File: src/hdl/wtmp_pkg.sv
`timescale 1ns / 1ps
// ============================================================================
// wtmp_pkg: shared definitions for the windowed trace mean or peak unit
// Register indexes, reset values, sizing defaults and the sequencer states.
// ============================================================================
package wtmp_pkg;

    localparam int MAX_SAMPLES_DEF   = 4096;
    localparam int SAMPLE_BITS_DEF   = 24;
    localparam int FRACTION_BITS_DEF = 16;

    localparam int SAMPLE_W = 24;
    localparam int LEVEL_W  = 64;
    localparam int WIN_W    = 12;
    localparam int CFG_IDX_W = 3;
    localparam int CFG_DAT_W = 12;

    typedef enum logic [CFG_IDX_W-1:0] {
        REG_PEAK_MODE  = 3'd0,
        REG_EXPONENT   = 3'd1,
        REG_TAKE_ROOT  = 3'd2,
        REG_TAKE_RECIP = 3'd3,
        REG_USE_MAG    = 3'd4,
        REG_WIN_FIRST  = 3'd5,
        REG_WIN_LAST   = 3'd6
    } t_reg_idx;

    localparam logic [1:0]       EXPONENT_RST  = 2'd2;
    localparam logic [1:0]       EXPONENT_LIN  = 2'd1;
    localparam logic [WIN_W-1:0] WIN_FIRST_RST = 12'd0;
    localparam logic [WIN_W-1:0] WIN_LAST_RST  = 12'd4095;

    typedef enum logic [3:0] {
        ST_IDLE,
        ST_MUL,
        ST_ACC,
        ST_FIN,
        ST_DIV,
        ST_ROOT_CHK,
        ST_SQRT,
        ST_REC_CHK,
        ST_RDIV,
        ST_OUT
    } t_state;

endpackage

File: src/hdl/windowed_trace_mean_or_peak_unit.sv
`timescale 1ns / 1ps
// ============================================================================
// windowed_trace_mean_or_peak_unit: per-trace mean, RMS or peak level
// Accumulates windowed samples, then divides, takes roots and reciprocals
// with one shared restoring divider and a bit-pair square root sequencer.
// ============================================================================
// Each sample item passes through accept, square and accumulate states. The item
// that ends a trace adds the end-of-trace work: the mean division and the
// reciprocal each run on the shared one-bit-per-cycle divider, and the square
// root runs two bits a cycle. Input is stalled throughout, and a result waits
// in the output register until taken.
module windowed_trace_mean_or_peak_unit #(
    parameter int MAX_SAMPLES   = wtmp_pkg::MAX_SAMPLES_DEF,
    parameter int SAMPLE_BITS   = wtmp_pkg::SAMPLE_BITS_DEF,
    parameter int FRACTION_BITS = wtmp_pkg::FRACTION_BITS_DEF
) (
    input  logic                                 i_clk,
    input  logic                                 i_rst_n,
    input  logic                                 i_in_valid,
    output logic                                 o_in_stall,
    input  logic signed [wtmp_pkg::SAMPLE_W-1:0] i_sample_value,
    input  logic                                 i_trace_end,
    output logic                                 o_out_valid,
    input  logic                                 i_out_stall,
    output logic signed [wtmp_pkg::LEVEL_W-1:0]  o_trace_level,
    input  logic                                 i_cfg_valid,
    output logic                                 o_cfg_ready,
    input  logic [wtmp_pkg::CFG_IDX_W-1:0]       i_cfg_index,
    input  logic [wtmp_pkg::CFG_DAT_W-1:0]       i_cfg_data
);

    localparam int SB    = SAMPLE_BITS;
    localparam int FB    = FRACTION_BITS;
    localparam int POS_W = $clog2(MAX_SAMPLES + 1);
    localparam int CW    = (POS_W > wtmp_pkg::WIN_W) ? POS_W : wtmp_pkg::WIN_W;
    localparam int DW    = 64 + FB;
    localparam int NP    = (65 + FB) / 2;
    localparam int SW    = 2 * NP;
    localparam int IT_W  = $clog2(DW + 1);
    localparam logic [63:0] SAT_Q  = 64'h7FFF_FFFF_FFFF_FFFF >> FB;
    localparam logic [63:0] INT_MAX = 64'h7FFF_FFFF_FFFF_FFFF;
    localparam logic [POS_W-1:0] POS_MAX = POS_W'(MAX_SAMPLES);

    wtmp_pkg::t_state r_state, n_state;

    logic                          r_peak_mode, r_take_root, r_take_recip, r_use_mag;
    logic [1:0]                    r_exponent;
    logic [wtmp_pkg::WIN_W-1:0]    r_win_first, r_win_last;

    logic [SB-1:0]                 r_smp;
    logic                          r_end;
    logic signed [SB:0]            r_v;
    logic [63:0]                   r_term;
    logic                          r_use;
    logic [POS_W-1:0]              r_pos;
    logic [63:0]                   r_sum;
    logic [POS_W-1:0]              r_cnt;
    logic [SB-1:0]                 r_peak;

    logic [63:0]                   r_level;
    logic                          r_neg;
    logic                          r_mean_div;

    logic [DW-1:0]                 r_dq;
    logic [63:0]                   r_rem;
    logic [63:0]                   r_dsr;
    logic [IT_W-1:0]               r_iter;

    logic [SW-1:0]                 r_sv;
    logic [NP+1:0]                 r_srem;
    logic [NP-1:0]                 r_root;

    logic                          r_out_valid;
    logic [63:0]                   r_out;

    logic signed [SB:0]            s_ext;
    logic signed [SB:0]            v_comb;
    logic signed [2*SB+1:0]        v_sq;
    logic [CW-1:0]                 pos_c;
    logic                          use_comb;
    logic [64:0]                   div_t;
    logic                          div_ge;
    logic [NP+3:0]                 sq_t;
    logic [NP+3:0]                 sq_trial;
    logic                          sq_ge;
    logic [63:0]                   sum_mag;
    logic                          out_free;
    logic                          in_acc;

    assign s_ext   = {r_smp[SB-1], r_smp};
    assign v_comb  = (r_use_mag && s_ext < 0) ? -s_ext : s_ext;
    assign v_sq    = v_comb * v_comb;
    assign pos_c   = CW'(r_pos);
    assign use_comb = (r_pos < POS_MAX) && (pos_c >= CW'(r_win_first))
                    && (pos_c <= CW'(r_win_last)) && (s_ext != '0);

    assign div_t  = {r_rem, r_dq[DW-1]};
    assign div_ge = div_t >= {1'b0, r_dsr};

    assign sq_t     = {r_srem, r_sv[SW-1 -: 2]};
    assign sq_trial = {2'b00, r_root, 2'b01};
    assign sq_ge    = sq_t >= sq_trial;

    assign sum_mag  = r_sum[63] ? (64'd0 - r_sum) : r_sum;
    assign out_free = !r_out_valid || !i_out_stall;
    assign in_acc   = i_in_valid && (r_state == wtmp_pkg::ST_IDLE);

    always_comb begin
        n_state = r_state;
        unique case (r_state)
            wtmp_pkg::ST_IDLE: begin
                if (i_in_valid) begin
                    n_state = wtmp_pkg::ST_MUL;
                end
            end
            wtmp_pkg::ST_MUL: n_state = wtmp_pkg::ST_ACC;
            wtmp_pkg::ST_ACC: begin
                n_state = r_end ? wtmp_pkg::ST_FIN : wtmp_pkg::ST_IDLE;
            end
            wtmp_pkg::ST_FIN: begin
                if (r_peak_mode) begin
                    n_state = wtmp_pkg::ST_REC_CHK;
                end else if (r_cnt == '0) begin
                    n_state = wtmp_pkg::ST_ROOT_CHK;
                end else begin
                    n_state = wtmp_pkg::ST_DIV;
                end
            end
            wtmp_pkg::ST_DIV: begin
                if (r_iter == IT_W'(1)) begin
                    n_state = r_mean_div ? wtmp_pkg::ST_ROOT_CHK : wtmp_pkg::ST_OUT;
                end
            end
            wtmp_pkg::ST_ROOT_CHK: begin
                n_state = r_take_root ? wtmp_pkg::ST_SQRT : wtmp_pkg::ST_REC_CHK;
            end
            wtmp_pkg::ST_SQRT: begin
                if (r_iter == IT_W'(1)) begin
                    n_state = wtmp_pkg::ST_REC_CHK;
                end
            end
            wtmp_pkg::ST_REC_CHK: begin
                n_state = (r_take_recip && r_level != '0) ? wtmp_pkg::ST_RDIV
                                                         : wtmp_pkg::ST_OUT;
            end
            wtmp_pkg::ST_RDIV: begin
                if (r_iter == IT_W'(1)) begin
                    n_state = wtmp_pkg::ST_OUT;
                end
            end
            wtmp_pkg::ST_OUT: begin
                if (out_free) begin
                    n_state = wtmp_pkg::ST_IDLE;
                end
            end
            default: n_state = wtmp_pkg::ST_IDLE;
        endcase
    end

    always_comb begin
        o_in_stall    = (r_state != wtmp_pkg::ST_IDLE);
        o_cfg_ready   = 1'b1;
        o_out_valid   = r_out_valid;
        o_trace_level = r_out;
    end

    always_ff @(posedge i_clk) begin
        if (!i_rst_n) begin
            r_state      <= wtmp_pkg::ST_IDLE;
            r_peak_mode  <= 1'b0;
            r_exponent   <= wtmp_pkg::EXPONENT_RST;
            r_take_root  <= 1'b1;
            r_take_recip <= 1'b0;
            r_use_mag    <= 1'b0;
            r_win_first  <= wtmp_pkg::WIN_FIRST_RST;
            r_win_last   <= wtmp_pkg::WIN_LAST_RST;
            r_pos        <= '0;
            r_sum        <= '0;
            r_cnt        <= '0;
            r_peak       <= '0;
            r_out_valid  <= 1'b0;
            r_iter       <= '0;
        end else begin
            r_state <= n_state;

            if (i_cfg_valid) begin
                unique case (i_cfg_index)
                    wtmp_pkg::REG_PEAK_MODE:  r_peak_mode  <= i_cfg_data[0];
                    wtmp_pkg::REG_EXPONENT:   r_exponent   <= i_cfg_data[1:0];
                    wtmp_pkg::REG_TAKE_ROOT:  r_take_root  <= i_cfg_data[0];
                    wtmp_pkg::REG_TAKE_RECIP: r_take_recip <= i_cfg_data[0];
                    wtmp_pkg::REG_USE_MAG:    r_use_mag    <= i_cfg_data[0];
                    wtmp_pkg::REG_WIN_FIRST:  r_win_first  <= i_cfg_data;
                    wtmp_pkg::REG_WIN_LAST:   r_win_last   <= i_cfg_data;
                    default: ;
                endcase
            end

            if (r_state == wtmp_pkg::ST_OUT && out_free) begin
                r_out_valid <= 1'b1;
            end else if (r_out_valid && !i_out_stall) begin
                r_out_valid <= 1'b0;
            end

            if (in_acc) begin
                r_smp <= i_sample_value[SB-1:0];
                r_end <= i_trace_end;
            end

            unique case (r_state)
                wtmp_pkg::ST_MUL: begin
                    r_v    <= v_comb;
                    r_use  <= use_comb;
                    r_term <= (r_exponent == wtmp_pkg::EXPONENT_LIN) ? 64'(v_comb)
                                                                     : 64'(v_sq);
                end
                wtmp_pkg::ST_ACC: begin
                    if (r_use) begin
                        r_sum <= r_sum + r_term;
                        r_cnt <= r_cnt + POS_W'(1);
                        if (r_v > 0 && r_v[SB-1:0] > r_peak) begin
                            r_peak <= r_v[SB-1:0];
                        end
                    end
                    if (r_pos < POS_MAX) begin
                        r_pos <= r_pos + POS_W'(1);
                    end
                end
                wtmp_pkg::ST_FIN: begin
                    r_mean_div <= (r_cnt != '0);
                    if (r_peak_mode) begin
                        r_neg   <= 1'b0;
                        r_level <= 64'(r_peak) << FB;
                    end else begin
                        r_neg   <= r_sum[63];
                        r_level <= '0;
                        r_dq    <= DW'(sum_mag) << FB;
                        r_rem   <= '0;
                        r_dsr   <= 64'(r_cnt);
                        r_iter  <= IT_W'(DW);
                    end
                end
                wtmp_pkg::ST_DIV, wtmp_pkg::ST_RDIV: begin
                    r_rem  <= div_ge ? 64'(div_t - {1'b0, r_dsr}) : div_t[63:0];
                    r_dq   <= {r_dq[DW-2:0], div_ge};
                    r_iter <= r_iter - IT_W'(1);
                end
                wtmp_pkg::ST_ROOT_CHK: begin
                    if (r_mean_div) begin
                        if (r_dq[DW-1:FB] > SAT_Q) begin
                            r_level <= INT_MAX;
                        end else begin
                            r_level <= r_dq[63:0];
                            if (r_dq[63:0] == '0) begin
                                r_neg <= 1'b0;
                            end
                        end
                    end
                    r_mean_div <= 1'b0;
                    if (r_take_root) begin
                        r_sv   <= SW'(r_mean_div ? ((r_dq[DW-1:FB] > SAT_Q) ? INT_MAX
                                                                        : r_dq[63:0])
                                                 : r_level) << FB;
                        r_srem <= '0;
                        r_root <= '0;
                        r_iter <= IT_W'(NP);
                    end
                end
                wtmp_pkg::ST_SQRT: begin
                    r_srem <= sq_ge ? (NP+2)'(sq_t - sq_trial) : sq_t[NP+1:0];
                    r_root <= {r_root[NP-2:0], sq_ge};
                    r_sv   <= r_sv << 2;
                    r_iter <= r_iter - IT_W'(1);
                    if (r_iter == IT_W'(1)) begin
                        r_level <= 64'({r_root[NP-2:0], sq_ge});
                        r_neg   <= 1'b0;
                    end
                end
                wtmp_pkg::ST_REC_CHK: begin
                    r_dq   <= DW'(1) << (2 * FB);
                    r_rem  <= '0;
                    r_dsr  <= r_level;
                    r_iter <= IT_W'(DW);
                end
                wtmp_pkg::ST_OUT: begin
                    if (out_free) begin
                        r_out  <= r_neg ? (64'd0 - r_level) : r_level;
                        r_pos  <= '0;
                        r_sum  <= '0;
                        r_cnt  <= '0;
                        r_peak <= '0;
                    end
                end
                default: ;
            endcase

            if (r_state == wtmp_pkg::ST_RDIV && r_iter == IT_W'(1)) begin
                r_level <= {r_dq[62:0], div_ge};
            end
        end
    end

endmodule

File: config.mk
export PLATFORM = sky130hd
export DESIGN_NAME = windowed_trace_mean_or_peak_unit
export DESIGN_NICKNAME = d
export VERILOG_FILES = /design/src/hdl/wtmp_pkg.sv /design/src/hdl/windowed_trace_mean_or_peak_unit.sv
export SDC_FILE = /design/constraint.sdc
export NUM_CORES = 2
export LEC_CHECK = 0
export BUFFER_PORTS_ARGS = -buffer_cell sky130_fd_sc_hd__buf_2
export CAP_MARGIN = 20
export CORE_MARGIN = 10
export CORE_UTILIZATION = 40
export CTS_BUF_LIST = sky130_fd_sc_hd__clkbuf_16
export DETAILED_ROUTE_END_ITERATION = 10
export HOLD_SLACK_MARGIN = 0.15
export PLACE_DENSITY_LB_ADDON = 0.05
export SLEW_MARGIN = 5
export SYNTH_ARGS = -nofsm -noshare
export SYNTH_HDL_FRONTEND = slang
export SYNTH_SLANG_ARGS = --single-unit
File: constraint.sdc
create_clock -name i_clk -period 13.93 [get_ports i_clk]
set_input_delay 0.6965 -clock i_clk [delete_from_list [all_inputs] [get_ports i_clk]]
set_output_delay 0.6965 -clock i_clk [all_outputs]
set_load 0.1 [all_outputs]
# == Yosys cells after proc, flatten, opt, wreduce, memory -nomap -nowiden ==
# Index checks and enable logic that the tools add are counted.
# word_totals
register_bits,771
output_inout_bits,67
word_cells,195
inputBits,45
# classes
add_sub_neg,9
n_lt_le_gt_ge,9
n_mux,62
n_mul,1
eq_ne,32
n_reduce_logical,53
# op_table
cell,count
two-way mux 64 bit,14
one-hot mux 64 bit (3 select lines),2
one-hot mux 64 bit (2 select lines),2
one-hot mux 80 bit (3 select lines),1
two-way mux 80 bit,2
one-hot mux 80 bit (2 select lines),1
"subtractor 1 x 64 -> 64 bit, first input constant",2
two-way mux 42 bit,2
one-hot mux 42 bit (2 select lines),1
two-way mux 40 bit,2
one-hot mux 40 bit (2 select lines),1
two-way mux 24 bit,3
>= comparator 65 x 64 -> 1 bit,1
adder 64 bit,1
"greater-than comparator 64 x 47 -> 1 bit, second input constant",1
logical NOT 64 bit,1
nonzero test 64 bit,1
subtractor 64 bit,1
one-hot mux 13 bit (2 select lines),2
multiplier 25 x 25 -> 50 bit,1
one-hot mux 24 bit (2 select lines),1
>= comparator 44 x 42 -> 1 bit,1
subtractor 42 bit,1
one-hot mux 4 bit (10 select lines),1
other kinds (47),120

# == Depth between registers and ports, before layout ==
# depth
word_depth,5
ltp_mapped,37

# == Worst setup path after synthesis ==
# No wires, ideal clock.
# synth_timing
path_type,flip-flop to flip-flop
startpoint,register r_state[0]
endpoint,"register r_root[0], enable pin"
setup_slack_ns,0.988
arrival_ns,12.067
path_stages_with_launch,7
required_ns,13.055
path_cell_list,dfxtp_1 clkbuf_1 inv_1 nor4_1 clkbuf_1 nand2_1 a21boi_0
# synth_via
elab_chain_cells,3
word_cells_on_any_way,5
classes_between,eq/ne (3); reduce/logical (2)
# synth_lines
item,line,text
"start, declared",windowed_trace_mean_or_peak_unit.sv:44,"wtmp_pkg::t_state r_state, n_state;"
"start signal, assigned",windowed_trace_mean_or_peak_unit.sv:169,r_state <= wtmp_pkg::ST_IDLE;
"start signal, assigned",windowed_trace_mean_or_peak_unit.sv:184,r_state <= n_state;
equality test 4 x 3 -> 1 bit,windowed_trace_mean_or_peak_unit.sv:210,unique case (r_state)
!= test 2 bit (no source line) / nonzero test 2 bit (equally long branches),n/a,
AND reduction 3 bit (no source line) (*),n/a,
"end signal, assigned",windowed_trace_mean_or_peak_unit.sv:271,"r_root <= {r_root[NP-2:0], sq_ge};"
"end, declared",windowed_trace_mean_or_peak_unit.sv:71,logic [NP-1:0] r_root;
# Mark *: on every way between the ends. The rest lies on a longest branch, timed or not.
# A chain may end at the register's enable or synchronous reset.

# == Worst setup path after layout ==
# layout_timing
startpoint,register r_smp[0]
endpoint,"register r_term[42], data pin"
# layout_via
elab_chain_cells,5
word_cells_on_any_way,6
classes_between,add/sub (1); mul (1); order compare (1); mux (2); reduce/logical (1)
# layout_lines
item,line,text
"start, declared",windowed_trace_mean_or_peak_unit.sv:50,logic [SB-1:0] r_smp;
"start signal, assigned",windowed_trace_mean_or_peak_unit.sv:206,r_smp <= i_sample_value[SB-1:0];
less-than comparator 24 x 1 -> 1 bit,windowed_trace_mean_or_peak_unit.sv:91,assign v_comb = (r_use_mag && s_ext < 0) ? -s_ext : s_ext;
logical AND 1 bit,windowed_trace_mean_or_peak_unit.sv:91,
two-way mux 25 bit (*),windowed_trace_mean_or_peak_unit.sv:91,
multiplier 25 x 25 -> 50 bit,windowed_trace_mean_or_peak_unit.sv:92,assign v_sq = v_comb * v_comb;
two-way mux 64 bit (*),windowed_trace_mean_or_peak_unit.sv:214,r_term <= (r_exponent == wtmp_pkg::EXPONENT_LIN) ? 64'(v_comb)
"end signal, assigned",windowed_trace_mean_or_peak_unit.sv:214,
"end, declared",windowed_trace_mean_or_peak_unit.sv:53,logic [63:0] r_term;
# Marks and branches as above.

==> summary.md <==
| Metric | Value |
|---|---|
| Synthesized flop and latch total | 740 |
| Post-synth EDFFs | 584 |
| Critical path startpoint category | flip-flop |
| Worst Hold Launch | i_sample_value[1] |
| Post-CTS setup buffer count | 0 |
| Initial antenna violation count | 1 |
| Starting Density | 40.4% |
| WHS Endpoint | r_smp[1] |
| Synth top area cells | edfxtp_1 27%, fa_1 19%, ha_1 7.2% |
| Top cell type by total area after synthesis | edfxtp_1 |
| Final Critical Period | 11.11 ns |
| CP max FO | 29 |
| Post-DP HPWL | 147000 um |
| CP Capture Type | flip-flop |
| Synth Flop Type | edfxtp_1 |
| Top-count cell post-synth | inv_1 |
| DR vias/cell | 5.31 |
| Final period utilization | 79.8% |
| Max incr delay on CP | 0.66 ns |
| IO buf count | 110 |
| Clock latency on the worst-skew pair | 0.72 ns |
| Rows | 146 |
| Core Util, Final | 44.2% |
| Worst path slowest cell | inv_1 |
| Number of buffers created by CTS | 91 |
| HP Class | input pin to flip-flop |
| Setup tns final | 0 ns |
| Worst r2r src | r_smp[0] |
| First-pass DRT Iterations | 6 |
| Post-Syn Area | 64100 um2 |
| Nets | 7839 |
| DR vias | 47573 |
| Vias in the first global route | 49497 |
| Worst reg2reg path depth | 32 |
| Clock Skew | 0.0307 ns |
| Post-synth top cells | 965 x inv_1, 725 x nand2_1, 618 x fa_1 |
| Max Fclk | 90.0 MHz |
| Average wire per cell in the routed design | 21.6 um |
| Synth-to-Final Area Change | 9.54% |
| Number of max-cap violations | 0 |
| Final WL | 193000 um |
| Worst Tran Pin Value | 1.08 ns |
| CP most frequent cell | fa_1 |
| Hold path depth | 1 |
| Syn_area_per_cell | 9.46 um2 |
| Synth unique cells | 91 |
| Chip width | 420 um |
| Die ar. | 177000 um2 |
| CP delay by family, top | adder cells |
| Synthesized instance count | 6775 |
| Worst-case clock buffer depth | 3 |
| Slew Limit Headroom | 27.6% |
| Ys async rst share | 0% |
| Die height | 420 um |
| WP buf/inv | 6 |
| Clock root cell | clkbuf_16 |
| Data required time at the worst endpoint | 14.35 ns |
| Largest net degree at the start of global routing | 147 |
| Flop-to-flop setup slack | 2.82 ns |
| Yosys warning total | 0 |
| Status | finished clean |
| CTS tree | yes |
| Setup violators final | 0 |
| Worst-path clk slew | 0.06 ns |
| H-tree depth | 3 |
| Synth top area share | 27.4% |
| Global-route wire length before repair | 300000 um |
| Clock Sink Count | 740 |
| RSZ-0062 raised after global routing | no |
| Number of routed nets with antenna violations | 0 |
| Layout cell share with drive strength beyond 1 | 6.10% |
| Total GRT Usage | 21.9% |
| Core ar. | 159000 um2 |
| Reg2reg end | r_term[42] |
| # DRC | 0 |
| Max Slew Vio Count | 0 |
| GP Congestion | 0.898 |
| Ports | 112 |
| Crit path DAT | 11.53 ns |
| Overflow after GRT | 0 |
| First DRT Iteration DRCs | 3219 |
| Seq/Total Area, Yosys | 32.2% |
| CP Class | flip-flop to flip-flop |
| Final Hold Fails | 0 |
metal layers:
layer / vias up / share of wire [%] / GRT usage, %
met1: 23482 / 45 / 29.0
met2: 934 / 48 / 37.4
li1: 22896 / - / -
met3: 261 / 3.9 / 2.52
met5: - / 0 / 0
met4: 0 / 3.4 / 6.82
stage by stage:
| step | hold slack, ns | setup slack [ns] | area, um2 | instances |
|---|---|---|---|---|
| 2_1_floorplan | 0.443 | 0.988 | 64100 | 6776 |
| 3_3_place_gp | 0.455 | 2.96 | 67000 | 8762 |
| 3_5_place_dp | 0.461 | 2.84 | 67000 | 8762 |
| 4_1_cts | 0.151 | 2.79 | 70200 | 8956 |
| 5_1_grt | 0.163 | 2.08 | 70200 | 8957 |
| 6_report | 0.211 | 2.82 | 70200 | 8959 |
sequential cells by signal (all words and copies together) (netlist names), 49 cells and up:
| signal | flops |
|---|---|
| o_trace_level | 64 |
| r_dq | 80 |
| r_dsr | 64 |
| r_level | 64 |
| r_rem | 64 |
| r_sum | 64 |
| r_sv | 64 |
| r_term | 49 |
worst max-delay path by stage:
stage,end,cells after the start,start
6_report,r_term[42],32,r_smp[0]
5_1_grt,r_term[42],32,r_smp[0]
4_1_cts,r_term[42],32,r_smp[0]
3_5_place_dp,r_term[42],32,r_smp[0]
3_3_place_gp,r_term[47],36,r_smp[0]
2_1_floorplan,r_root[0],6,r_state[0]
layout by cell type (no fill, tap or decap), types with 12 or more instances in the layout:
cell / count
o21bai_1: 28
a211oi_1: 31
mux2i_1: 115
fa_1: 618
buf_4: 82
xor2_1: 149
o22ai_1: 12
dfxtp_1: 155
dlygate4sd3_1: 24
clkbuf_16: 91
xnor2_1: 202
a21o_1: 112
o21ai_0: 483
and2_1: 73
nand2_1: 724
or2_2: 19
or3_1: 45
nor4_1: 38
or4_1: 24
nor2b_1: 83
edfxtp_1: 584
o211ai_1: 26
ha_1: 368
and3_1: 48
buf_2: 109
a21oi_1: 310
nor3_1: 58
inv_1: 992
o21a_1: 47
a31oi_1: 50
o41ai_1: 21
a21boi_0: 33
o31ai_1: 61
nand2b_1: 40
nand4_1: 67
clkinv_1: 21
clkinv_2: 18
a22oi_1: 43
nor2_1: 560
nand3_1: 97
timing repair:
action,in CTS,in global routing
endpoints found under the hold margin,24,0
setup endpoints to repair,0,0
gates resized for setup,0,0
hold buffers,24,0
worst register-to-register path: cells and delay by family (launching register included):
| family | cells | cell delay [ns] |
|---|---|---|
| AO/OA/AOI/OAI | 9 | 2.13 |
| adder cells (fa/ha/maj) | 9 | 4.49 |
| AND/OR/NAND/NOR | 6 | 1.83 |
| flip-flops | 1 | 0.45 |
| buffers and inverters | 6 | 1.63 |
| XOR/XNOR | 2 | 0.26 |
cells by family after synthesis:
family,after synthesis,share of synthesized area (%)
and+or+nand+nor,1953,14.0
xor gates and xnor gates,363,4.96
muxes,116,1.81
AOI/OAI and AO/OA,1364,13.1
buffers and inverters,1252,7.37
adders and majority gates,986,26.5
other,1,0.00585
DFF,740,32.2
layout make-up:
class | instances | area [um2]
Tap cell | 2072 | 2590
Timing Repair Buffer | 218 | 1460
Clock inverter | 79 | 626
Fill cell | 15629 | 88600
Inverter | 973 | 3650
Multi-Input combinational cell | 4784 | 38900
Sequential cell | 740 | 20700
Antenna cell | 2 | 5.00
Clock buffer | 91 | 2280
Power is left out: the tool's default activity adds up to more than one toggle a clock period on the data nets, which glitch-free logic cannot reach.
